### src/rtl/core/fvpi_pkg.sv
// Shared types, widths, constants and microcode for the filtered velocity PI controller.
package fvpi_pkg;

  localparam int unsigned SampleW = 16;
  localparam int unsigned GainW   = 16;
  localparam int unsigned LimitW  = 15;
  localparam int unsigned StateW  = 25;
  localparam int unsigned SumW    = StateW + 1;
  localparam int unsigned ProdW   = StateW + GainW;
  localparam int unsigned AccW    = ProdW + 1;
  localparam int unsigned FracW   = 16;
  localparam int unsigned QShift  = 8;
  localparam int unsigned DriveW  = 32;
  localparam int unsigned AddrW   = 4;
  localparam int unsigned DataW   = 32;
  localparam int unsigned StepW   = 3;

  typedef logic [StepW-1:0] step_t;

  // Register indexes (paddr[3:2])
  localparam logic [1:0] RegPropGain  = 2'd0;
  localparam logic [1:0] RegIntegGain = 2'd1;
  localparam logic [1:0] RegIntegLim  = 2'd2;

  // Filter taps: 77/256 on the new sample, 179/256 on the old value
  localparam logic [GainW-1:0]  CoefNew    = 16'd77;
  localparam logic [GainW-1:0]  CoefOld    = 16'd179;
  localparam logic [LimitW-1:0] LimitReset = 15'd3000;

  localparam step_t StepWait = 3'd0;
  localparam step_t StepLast = 3'd7;

  typedef enum logic [1:0] {
    CondNone,
    CondIn,
    CondOut
  } cond_e;

  typedef enum logic [1:0] {
    MulOldF,
    MulNewV,
    MulProp,
    MulInteg
  } mul_sel_e;

  typedef enum logic [1:0] {
    AccHold,
    AccShr,
    AccLoad,
    AccAdd
  } acc_op_e;

  typedef struct packed {
    cond_e    cond;
    mul_sel_e mul_sel;
    acc_op_e  acc_op;
    logic     f_wr;
    logic     s_wr;
    logic     out_wr;
    logic     jmp;
    step_t    target;
  } ctrl_t;

  // Control store: one word per step
  function automatic ctrl_t ucode(step_t step);
    ctrl_t w;
    w.cond    = CondNone;
    w.mul_sel = MulOldF;
    w.acc_op  = AccHold;
    w.f_wr    = 1'b0;
    w.s_wr    = 1'b0;
    w.out_wr  = 1'b0;
    w.jmp     = 1'b0;
    w.target  = StepWait;
    unique case (step)
      3'd0: begin
        // wait for a sample, keep 179*f in flight
        w.cond    = CondIn;
        w.mul_sel = MulOldF;
      end
      3'd1: begin
        w.mul_sel = MulNewV;
        w.acc_op  = AccShr;
      end
      3'd2: begin
        w.acc_op = AccAdd;
      end
      3'd3: begin
        w.f_wr = 1'b1;
      end
      3'd4: begin
        w.s_wr    = 1'b1;
        w.mul_sel = MulProp;
      end
      3'd5: begin
        w.mul_sel = MulInteg;
        w.acc_op  = AccLoad;
      end
      3'd6: begin
        w.acc_op = AccAdd;
      end
      3'd7: begin
        w.cond   = CondOut;
        w.out_wr = 1'b1;
        w.jmp    = 1'b1;
        w.target = StepWait;
      end
      default: begin
        w.jmp    = 1'b1;
        w.target = StepWait;
      end
    endcase
    return w;
  endfunction

endpackage

### src/rtl/core/fvpi_datapath.sv
// Datapath: shared multiplier, accumulator, filter and integral state, output scaling.
module fvpi_datapath (
  input  logic                             clk_i,
  input  logic                             rst_ni,
  input  fvpi_pkg::ctrl_t                  ctrl_i,
  input  logic                             load_v_i,
  input  logic signed [fvpi_pkg::SampleW-1:0] speed_sample_i,
  input  logic signed [fvpi_pkg::GainW-1:0]   prop_gain_i,
  input  logic signed [fvpi_pkg::GainW-1:0]   integ_gain_i,
  input  logic        [fvpi_pkg::LimitW-1:0]  integ_limit_i,
  output logic signed [fvpi_pkg::DriveW-1:0]  drive_o
);
  import fvpi_pkg::*;

  logic signed [SampleW-1:0] v_q;
  logic signed [StateW-1:0]  f_q;
  logic signed [StateW-1:0]  s_q;
  logic signed [ProdW-1:0]   prod_q;
  logic signed [ProdW-1:0]   prod_d;
  logic signed [AccW-1:0]    acc_q;
  logic signed [AccW-1:0]    acc_d;
  logic signed [AccW-1:0]    acc_adj;
  logic signed [StateW-1:0]  mul_a;
  logic signed [GainW-1:0]   mul_b;
  logic signed [SumW-1:0]    sum;
  logic signed [SumW-1:0]    lim;
  logic signed [SumW-1:0]    s_d;
  logic signed [AccW-FracW-1:0] quo;

  always_comb begin
    unique case (ctrl_i.mul_sel)
      MulOldF: begin
        mul_a = f_q;
        mul_b = CoefOld;
      end
      MulNewV: begin
        mul_a = StateW'(v_q);
        mul_b = CoefNew;
      end
      MulProp: begin
        mul_a = f_q;
        mul_b = prop_gain_i;
      end
      MulInteg: begin
        mul_a = s_q;
        mul_b = integ_gain_i;
      end
      default: begin
        mul_a = f_q;
        mul_b = CoefOld;
      end
    endcase
  end

  assign prod_d = mul_a * mul_b;

  always_comb begin
    unique case (ctrl_i.acc_op)
      AccHold: acc_d = acc_q;
      AccShr:  acc_d = AccW'(prod_q >>> QShift);
      AccLoad: acc_d = AccW'(prod_q);
      AccAdd:  acc_d = acc_q + AccW'(prod_q);
      default: acc_d = acc_q;
    endcase
  end

  // Clamp the integral to +/- limit in Q.8
  assign sum = SumW'(s_q) + SumW'(f_q);
  assign lim = $signed({{(SumW-LimitW-QShift){1'b0}}, integ_limit_i, {QShift{1'b0}}});

  always_comb begin
    priority if (sum > lim) begin
      s_d = lim;
    end else if (sum < -lim) begin
      s_d = -lim;
    end else begin
      s_d = sum;
    end
  end

  // Truncate toward zero: bias negative values before the shift.
  // The quotient spans 26 bits, so it always lies inside the 32-bit range.
  assign acc_adj = acc_q[AccW-1] ? acc_q + AccW'((64'd1 << FracW) - 64'd1) : acc_q;
  assign quo     = acc_adj[AccW-1:FracW];
  assign drive_o = DriveW'(quo);

  always_ff @(posedge clk_i) begin
    prod_q <= prod_d;
    acc_q  <= acc_d;
    if (load_v_i) begin
      v_q <= speed_sample_i;
    end
  end

  always_ff @(posedge clk_i or negedge rst_ni) begin
    if (!rst_ni) begin
      f_q <= '0;
      s_q <= '0;
    end else begin
      if (ctrl_i.f_wr) begin
        f_q <= acc_q[StateW-1:0];
      end
      if (ctrl_i.s_wr) begin
        s_q <= s_d[StateW-1:0];
      end
    end
  end

endmodule

### src/rtl/core/filtered_velocity_pi_controller.sv
// Filtered velocity PI controller: sequencer, configuration registers, output register.
//
// Usage: one signed speed sample enters on the in channel (valid/ready) per beat;
// each sample yields exactly one drive value beat on the out channel.
// The sample is low-pass filtered (77/256 new, 179/256 old), added to a
// clamped integral, and drive = (prop_gain*filtered + integ_gain*integral)/65536,
// truncated toward zero.
// An 8-step microprogram runs every sample through one shared 25x16 multiplier;
// the result register loads at the last step, together with the valid flag, and
// the drive beat is offered from it; a new sample is taken only once the program
// is back at its wait step.
// The result sits in an output register, so the next sample is accepted while
// the previous result waits; if that result is still held at the last step the
// program stops there until the receiver takes it.
// Reset clears the filter and integral state, sets both gains to 0 and the
// integral limit to 3000. Gains and limit are written over the APB port at
// byte addresses 0, 4 and 8, by the user only while idle; the block does not enforce it.
module filtered_velocity_pi_controller (
  input  logic                                 clk_i,
  input  logic                                 rst_ni,
  input  logic                                 in_valid_i,
  output logic                                 in_ready_o,
  input  logic signed [fvpi_pkg::SampleW-1:0]  speed_sample_i,
  output logic                                 out_valid_o,
  input  logic                                 out_ready_i,
  output logic signed [fvpi_pkg::DriveW-1:0]   drive_value_o,
  input  logic                                 psel,
  input  logic                                 penable,
  input  logic                                 pwrite,
  input  logic        [fvpi_pkg::AddrW-1:0]    paddr,
  input  logic        [fvpi_pkg::DataW-1:0]    pwdata,
  output logic        [fvpi_pkg::DataW-1:0]    prdata,
  output logic                                 pready
);
  import fvpi_pkg::*;

  step_t                     step_q;
  step_t                     step_d;
  ctrl_t                     uw;
  ctrl_t                     dp_ctrl;
  logic                      stall;
  logic                      in_acc;
  logic                      cfg_wr;
  logic [1:0]                reg_idx;
  logic signed [GainW-1:0]   prop_gain_q;
  logic signed [GainW-1:0]   integ_gain_q;
  logic [LimitW-1:0]         integ_limit_q;
  logic                      out_valid_q;
  logic signed [DriveW-1:0]  drive_q;
  logic signed [DriveW-1:0]  drive_d;

  assign uw         = ucode(step_q);
  assign in_ready_o = (uw.cond == CondIn);
  assign in_acc     = in_valid_i & in_ready_o;

  assign stall = ((uw.cond == CondIn) && !in_valid_i) ||
                 ((uw.cond == CondOut) && out_valid_q && !out_ready_i);

  always_comb begin
    if (stall) begin
      step_d = step_q;
    end else if (uw.jmp) begin
      step_d = uw.target;
    end else begin
      step_d = step_q + 1'b1;
    end
  end

  // Drop all writes of a stalled step
  always_comb begin
    dp_ctrl        = uw;
    dp_ctrl.f_wr   = uw.f_wr & ~stall;
    dp_ctrl.s_wr   = uw.s_wr & ~stall;
    dp_ctrl.out_wr = uw.out_wr & ~stall;
    if (stall) begin
      dp_ctrl.acc_op = AccHold;
    end
  end

  fvpi_datapath u_datapath (
    .clk_i          (clk_i),
    .rst_ni         (rst_ni),
    .ctrl_i         (dp_ctrl),
    .load_v_i       (in_acc),
    .speed_sample_i (speed_sample_i),
    .prop_gain_i    (prop_gain_q),
    .integ_gain_i   (integ_gain_q),
    .integ_limit_i  (integ_limit_q),
    .drive_o        (drive_d)
  );

  always_ff @(posedge clk_i or negedge rst_ni) begin
    if (!rst_ni) begin
      step_q      <= StepWait;
      out_valid_q <= 1'b0;
    end else begin
      step_q <= step_d;
      if (dp_ctrl.out_wr) begin
        out_valid_q <= 1'b1;
      end else if (out_ready_i) begin
        out_valid_q <= 1'b0;
      end
    end
  end

  always_ff @(posedge clk_i) begin
    if (dp_ctrl.out_wr) begin
      drive_q <= drive_d;
    end
  end

  assign out_valid_o   = out_valid_q;
  assign drive_value_o = drive_q;

  // Configuration port
  assign pready  = 1'b1;
  assign cfg_wr  = psel & penable & pwrite & pready;
  assign reg_idx = paddr[AddrW-1:2];

  always_ff @(posedge clk_i or negedge rst_ni) begin
    if (!rst_ni) begin
      prop_gain_q   <= '0;
      integ_gain_q  <= '0;
      integ_limit_q <= LimitReset;
    end else if (cfg_wr) begin
      unique case (reg_idx)
        RegPropGain:  prop_gain_q   <= pwdata[GainW-1:0];
        RegIntegGain: integ_gain_q  <= pwdata[GainW-1:0];
        RegIntegLim:  integ_limit_q <= pwdata[LimitW-1:0];
        default: ;
      endcase
    end
  end

  always_comb begin
    unique case (reg_idx)
      RegPropGain:  prdata = DataW'($unsigned(prop_gain_q));
      RegIntegGain: prdata = DataW'($unsigned(integ_gain_q));
      RegIntegLim:  prdata = DataW'(integ_limit_q);
      default:      prdata = '0;
    endcase
  end

  // Samples enter only at the wait step
  assert property (@(posedge clk_i) disable iff (!rst_ni)
    in_acc |-> step_q == StepWait)
    else $error("sample accepted outside the wait step");

  // Middle steps never stall
  assert property (@(posedge clk_i) disable iff (!rst_ni)
    (step_q != StepWait && step_q != StepLast) |=> step_q == $past(step_q) + 1'b1)
    else $error("microprogram did not advance");

  // A new result appears only from the last step
  assert property (@(posedge clk_i) disable iff (!rst_ni)
    $rose(out_valid_q) |-> $past(step_q) == StepLast)
    else $error("result valid raised outside the last step");

  // A held result is never overwritten
  assert property (@(posedge clk_i) disable iff (!rst_ni)
    (out_valid_q && !out_ready_i) |-> !dp_ctrl.out_wr)
    else $error("pending result overwritten");

endmodule

### config.mk
export PLATFORM = sky130hd
export DESIGN_NAME = filtered_velocity_pi_controller
export DESIGN_NICKNAME = d
export VERILOG_FILES = /design/src/rtl/core/fvpi_pkg.sv /design/src/rtl/core/fvpi_datapath.sv /design/src/rtl/core/filtered_velocity_pi_controller.sv
export SDC_FILE = /design/constraint.sdc
export NUM_CORES = 2
export LEC_CHECK = 0
export ABC_AREA = 1
export ABC_CLOCK_PERIOD_IN_PS = 14450
export BUFFER_PORTS_ARGS = -buffer_cell sky130_fd_sc_hd__buf_2
export CAP_MARGIN = 20
export CORE_MARGIN = 8
export CORE_UTILIZATION = 28
export CTS_CLUSTER_DIAMETER = 40
export DETAILED_ROUTE_END_ITERATION = 10
export PLACE_DENSITY_LB_ADDON = 0.25
export SKIP_CTS_REPAIR_TIMING = 1
export SYNTH_ARGS = -nofsm -noshare
export SYNTH_HDL_FRONTEND = slang
export SYNTH_HIERARCHICAL = 1
export SYNTH_SLANG_ARGS = --single-unit
### constraint.sdc
create_clock -name clk_i -period 14.45 [get_ports clk_i]
set_input_delay 1.445 -clock clk_i [delete_from_list [all_inputs] [get_ports clk_i]]
set_output_delay 1.445 -clock clk_i [all_outputs]
set_load 0.02 [all_outputs]
==> impl_results.html <==
<table>
<tr><th>Metric</th><th>Value</th></tr>
<tr><th colspan="2">Floorplan</th></tr>
<tr><td>Starting Density</td><td>28.2%</td></tr>
<tr><td>Horizontal extent of the die</td><td>347 µm</td></tr>
<tr><td>Die area</td><td>121,000 µm²</td></tr>
<tr><td>Die Ht</td><td>347 µm</td></tr>
<tr><td>Area inside the core boundary</td><td>109,000 µm²</td></tr>
<tr><td>Count of standard-cell rows</td><td>121</td></tr>
<tr><td>I/O pins</td><td>126</td></tr>
<tr><th colspan="2">Routing</th></tr>
<tr><td>Initial DRC Count</td><td>1,819</td></tr>
<tr><td>Antenna Nets Post-Route</td><td>0</td></tr>
<tr><td>Drt pass-1 iters</td><td>5</td></tr>
<tr><td>DRC</td><td>0</td></tr>
<tr><td>Drt wl/cell</td><td>19.1 µm</td></tr>
<tr><td>Routed vias</td><td>26,300</td></tr>
<tr><td>Vias per cell</td><td>4.77</td></tr>
<tr><td>Wire length reported by the detailed router</td><td>105 mm</td></tr>
<tr><th colspan="2">Timing</th></tr>
<tr><td>Clock Skew</td><td>0.0285 ns</td></tr>
<tr><td>Final period demand of the worst path</td><td>8.41 ns</td></tr>
<tr><td>Max Transition Viols Final</td><td>0</td></tr>
<tr><td>Count of final setup violators</td><td>0</td></tr>
<tr><td>Period Utilization, post-route</td><td>58.2%</td></tr>
<tr><td>Worst slew pin tran</td><td>1.04 ns</td></tr>
<tr><td>Unrepaired setup endpoints after global routing</td><td>no</td></tr>
<tr><td>Top achievable clock speed</td><td>0.119 GHz</td></tr>
<tr><td>Final sum of negative setup slack</td><td>0 ns</td></tr>
<tr><td>Worst slew margin relative to its limit</td><td>30.3%</td></tr>
<tr><td>Count of endpoints failing hold in the final timing report</td><td>0</td></tr>
<tr><td>Hold slack</td><td>0.520 ns</td></tr>
<tr><th colspan="2">Critical path</th></tr>
<tr><td>Type of element launching the critical path</td><td>flop</td></tr>
<tr><td>CP max stage delay</td><td>0.97 ns</td></tr>
<tr><td>Kind of cell adding the most delay to the critical path</td><td>adder cells</td></tr>
<tr><td>Largest fanout on the critical path</td><td>18</td></tr>
<tr><td>Number of buffer and inverter stages on the critical path</td><td>5</td></tr>
<tr><td>Data arrival time at the worst-slack endpoint</td><td>8.91 ns</td></tr>
<tr><td>Cell with the largest stage delay on the worst path</td><td>sky130_fd_sc_hd__fa_1</td></tr>
<tr><td>Required time at the worst-slack endpoint</td><td>14.94 ns</td></tr>
<tr><td>Most common cell type on the critical path</td><td>sky130_fd_sc_hd__fa_1</td></tr>
<tr><td>Startpoint-to-endpoint class of the critical path</td><td>reg2reg</td></tr>
<tr><td>Endpoint kind of the worst setup timing path</td><td>flop</td></tr>
<tr><th colspan="2">Final layout</th></tr>
<tr><td>Combined area of the multi-input logic cells</td><td>21,000 µm²</td></tr>
<tr><td>Register area</td><td>6060 µm²</td></tr>
<tr><td>Area added between synthesis and finish</td><td>10.9%</td></tr>
<tr><td>Commonest non-fill, non-tap cells in the layout</td><td>sky130_fd_sc_hd__nand2_1, sky130_fd_sc_hd__inv_1, sky130_fd_sc_hd__fa_1</td></tr>
<tr><td>Final Net Count</td><td>4,729</td></tr>
<tr><td>Design area</td><td>34,100 µm²</td></tr>
<tr><td>Filler Cells Inserted</td><td>11,800</td></tr>
<tr><td>Fraction of layout cells with a size suffix above 1</td><td>7.48%</td></tr>
<tr><td>Most common cell after layout, fill and taps aside</td><td>sky130_fd_sc_hd__nand2_1</td></tr>
<tr><th colspan="2">Run status</th></tr>
<tr><td>Status</td><td>complete, no violations</td></tr>
<tr><th colspan="2">Clocking</th></tr>
<tr><td>Post-CTS clock slew at the launch and capture registers of the worst setup and hold paths</td><td>0.05 ns</td></tr>
<tr><td>Number of H-tree levels</td><td>2</td></tr>
<tr><td>Buffers from clock root to sink, at most</td><td>3</td></tr>
<tr><td>Clock tree from TritonCTS</td><td>built</td></tr>
<tr><td>Clock sink count</td><td>232</td></tr>
<tr><td>Cts bufs inserted</td><td>39</td></tr>
<tr><td>Root buffer cell</td><td>sky130_fd_sc_hd__clkbuf_16</td></tr>
<tr><td>Clock network latency to the later pin of the worst-skew pair</td><td>0.57 ns</td></tr>
<tr><th colspan="2">Placement</th></tr>
<tr><td>Total half-perimeter wirelength after legalization and detailed placement</td><td>85.4 mm</td></tr>
<tr><td>Routability Congestion</td><td>0.935</td></tr>
<tr><td>Port Buffers</td><td>90</td></tr>
<tr><td>Post-Place Cell Area</td><td>32,800 µm²</td></tr>
<tr><th colspan="2">Run</th></tr>
<tr><td>Number of violations of the max-capacitance limit</td><td>0</td></tr>
<tr><th colspan="2">Synth</th></tr>
<tr><td>Yosys warning count</td><td>6</td></tr>
<tr><td>Post-Syn Area</td><td>30,700 µm²</td></tr>
<tr><td>Avg Cell Area, Syn</td><td>7.71 µm²</td></tr>
<tr><td>Syn Inst Count</td><td>3,987</td></tr>
<tr><th colspan="2">GRT</th></tr>
<tr><td>Initial antenna violation count</td><td>2</td></tr>
<tr><td>First-pass GRT wire length</td><td>163 mm</td></tr>
<tr><td>Remaining global-route overflow</td><td>0</td></tr>
<tr><td>Total global-route track usage</td><td>17.3%</td></tr>
<tr><td>Largest net degree at the start of global routing</td><td>54</td></tr>
<tr><td>Via count of the first global-routing pass</td><td>27,200</td></tr>
<tr><th colspan="2">Min path</th></tr>
<tr><td>Path type of the worst min-delay path</td><td>reg2reg</td></tr>
</table>
## flip-flops by register name, summed over array words and instances (netlist names), 15 cells and up
name,count
integ_limit_q,15
prop_gain_q,16
integ_gain_q,16
u_datapath/s_q,25
u_datapath/acc_q,42
drive_value_o,32
u_datapath/f_q,25
u_datapath/prod_q,41
u_datapath/v_q,16
## layout make-up
type                    count  share of cell area (%)
diodes                      1                 0.00734
multi-input cells        2814                    61.5
well taps                1414                    5.19
inverters                 850                    9.36
flip-flops and latches    232                    17.8
clock buffers              44                    3.07
clock inverters            28                   0.745
repair buffers            136                    2.34
## per-layer routing
metal	GRT usage, %	up-vias	wire, µm	share of wire (%)
li1	-	12500	-	-
met5	0	-	0	0
met1	23.4	13000	47700	45
met3	1.56	133	4840	4.6
met2	29.5	698	49800	47
met4	4.91	0	2900	2.8
## final timing paths
check / start / slack (ns) / depth (start not counted) / end
max: step_q[0] / 6.04 / 26 / u_datapath/prod_q[39]
min: out_valid_o / 0.52 / 2 / out_valid_o
max reg2reg: step_q[0] / 6.04 / 26 / u_datapath/prod_q[39]
min reg2reg: out_valid_o / 0.52 / 2 / out_valid_o
max in group asynchronous: rst_ni / 12.30 / 2 / out_valid_o
min in group asynchronous: rst_ni / 0.92 / 1 / prop_gain_q[9]
## stage by stage
stage	utilization, %	instances	setup WS [ns]
2_1_floorplan	-	4002	7.88
3_3_place_gp	30.1	5446	6.14
3_5_place_dp	30.1	5446	6.10
4_1_cts	31.3	5518	6.05
5_1_grt	31.3	5518	5.51
6_report	31.3	5519	6.04
## worst register-to-register path, stage by stage (launching register included)
cell	delay, ns
sky130_fd_sc_hd__dfrtp_1	0.45
sky130_fd_sc_hd__inv_1	0.12
sky130_fd_sc_hd__ha_1	0.22
sky130_fd_sc_hd__o21a_1	0.40
sky130_fd_sc_hd__inv_1	0.19
sky130_fd_sc_hd__nor2_4	0.25
sky130_fd_sc_hd__inv_1	0.32
sky130_fd_sc_hd__o21ai_2	0.21
sky130_fd_sc_hd__buf_4	0.29
sky130_fd_sc_hd__inv_1	0.30
sky130_fd_sc_hd__nor2_1	0.19
sky130_fd_sc_hd__fa_1	0.55
sky130_fd_sc_hd__fa_1	0.97
sky130_fd_sc_hd__fa_1	0.55
sky130_fd_sc_hd__fa_1	0.61
sky130_fd_sc_hd__fa_1	0.44
sky130_fd_sc_hd__fa_1	0.44
sky130_fd_sc_hd__ha_1	0.47
sky130_fd_sc_hd__nand2_1	0.15
sky130_fd_sc_hd__nor2_1	0.15
sky130_fd_sc_hd__nand2_1	0.09
sky130_fd_sc_hd__nor3_1	0.35
sky130_fd_sc_hd__nand4_1	0.18
sky130_fd_sc_hd__nand3_1	0.19
sky130_fd_sc_hd__nand2_1	0.07
sky130_fd_sc_hd__nand2_1	0.07
sky130_fd_sc_hd__xor2_1	0.13
Power is left out: the tool's default activity adds up to more than one toggle a clock period on the data nets, which glitch-free logic cannot reach.
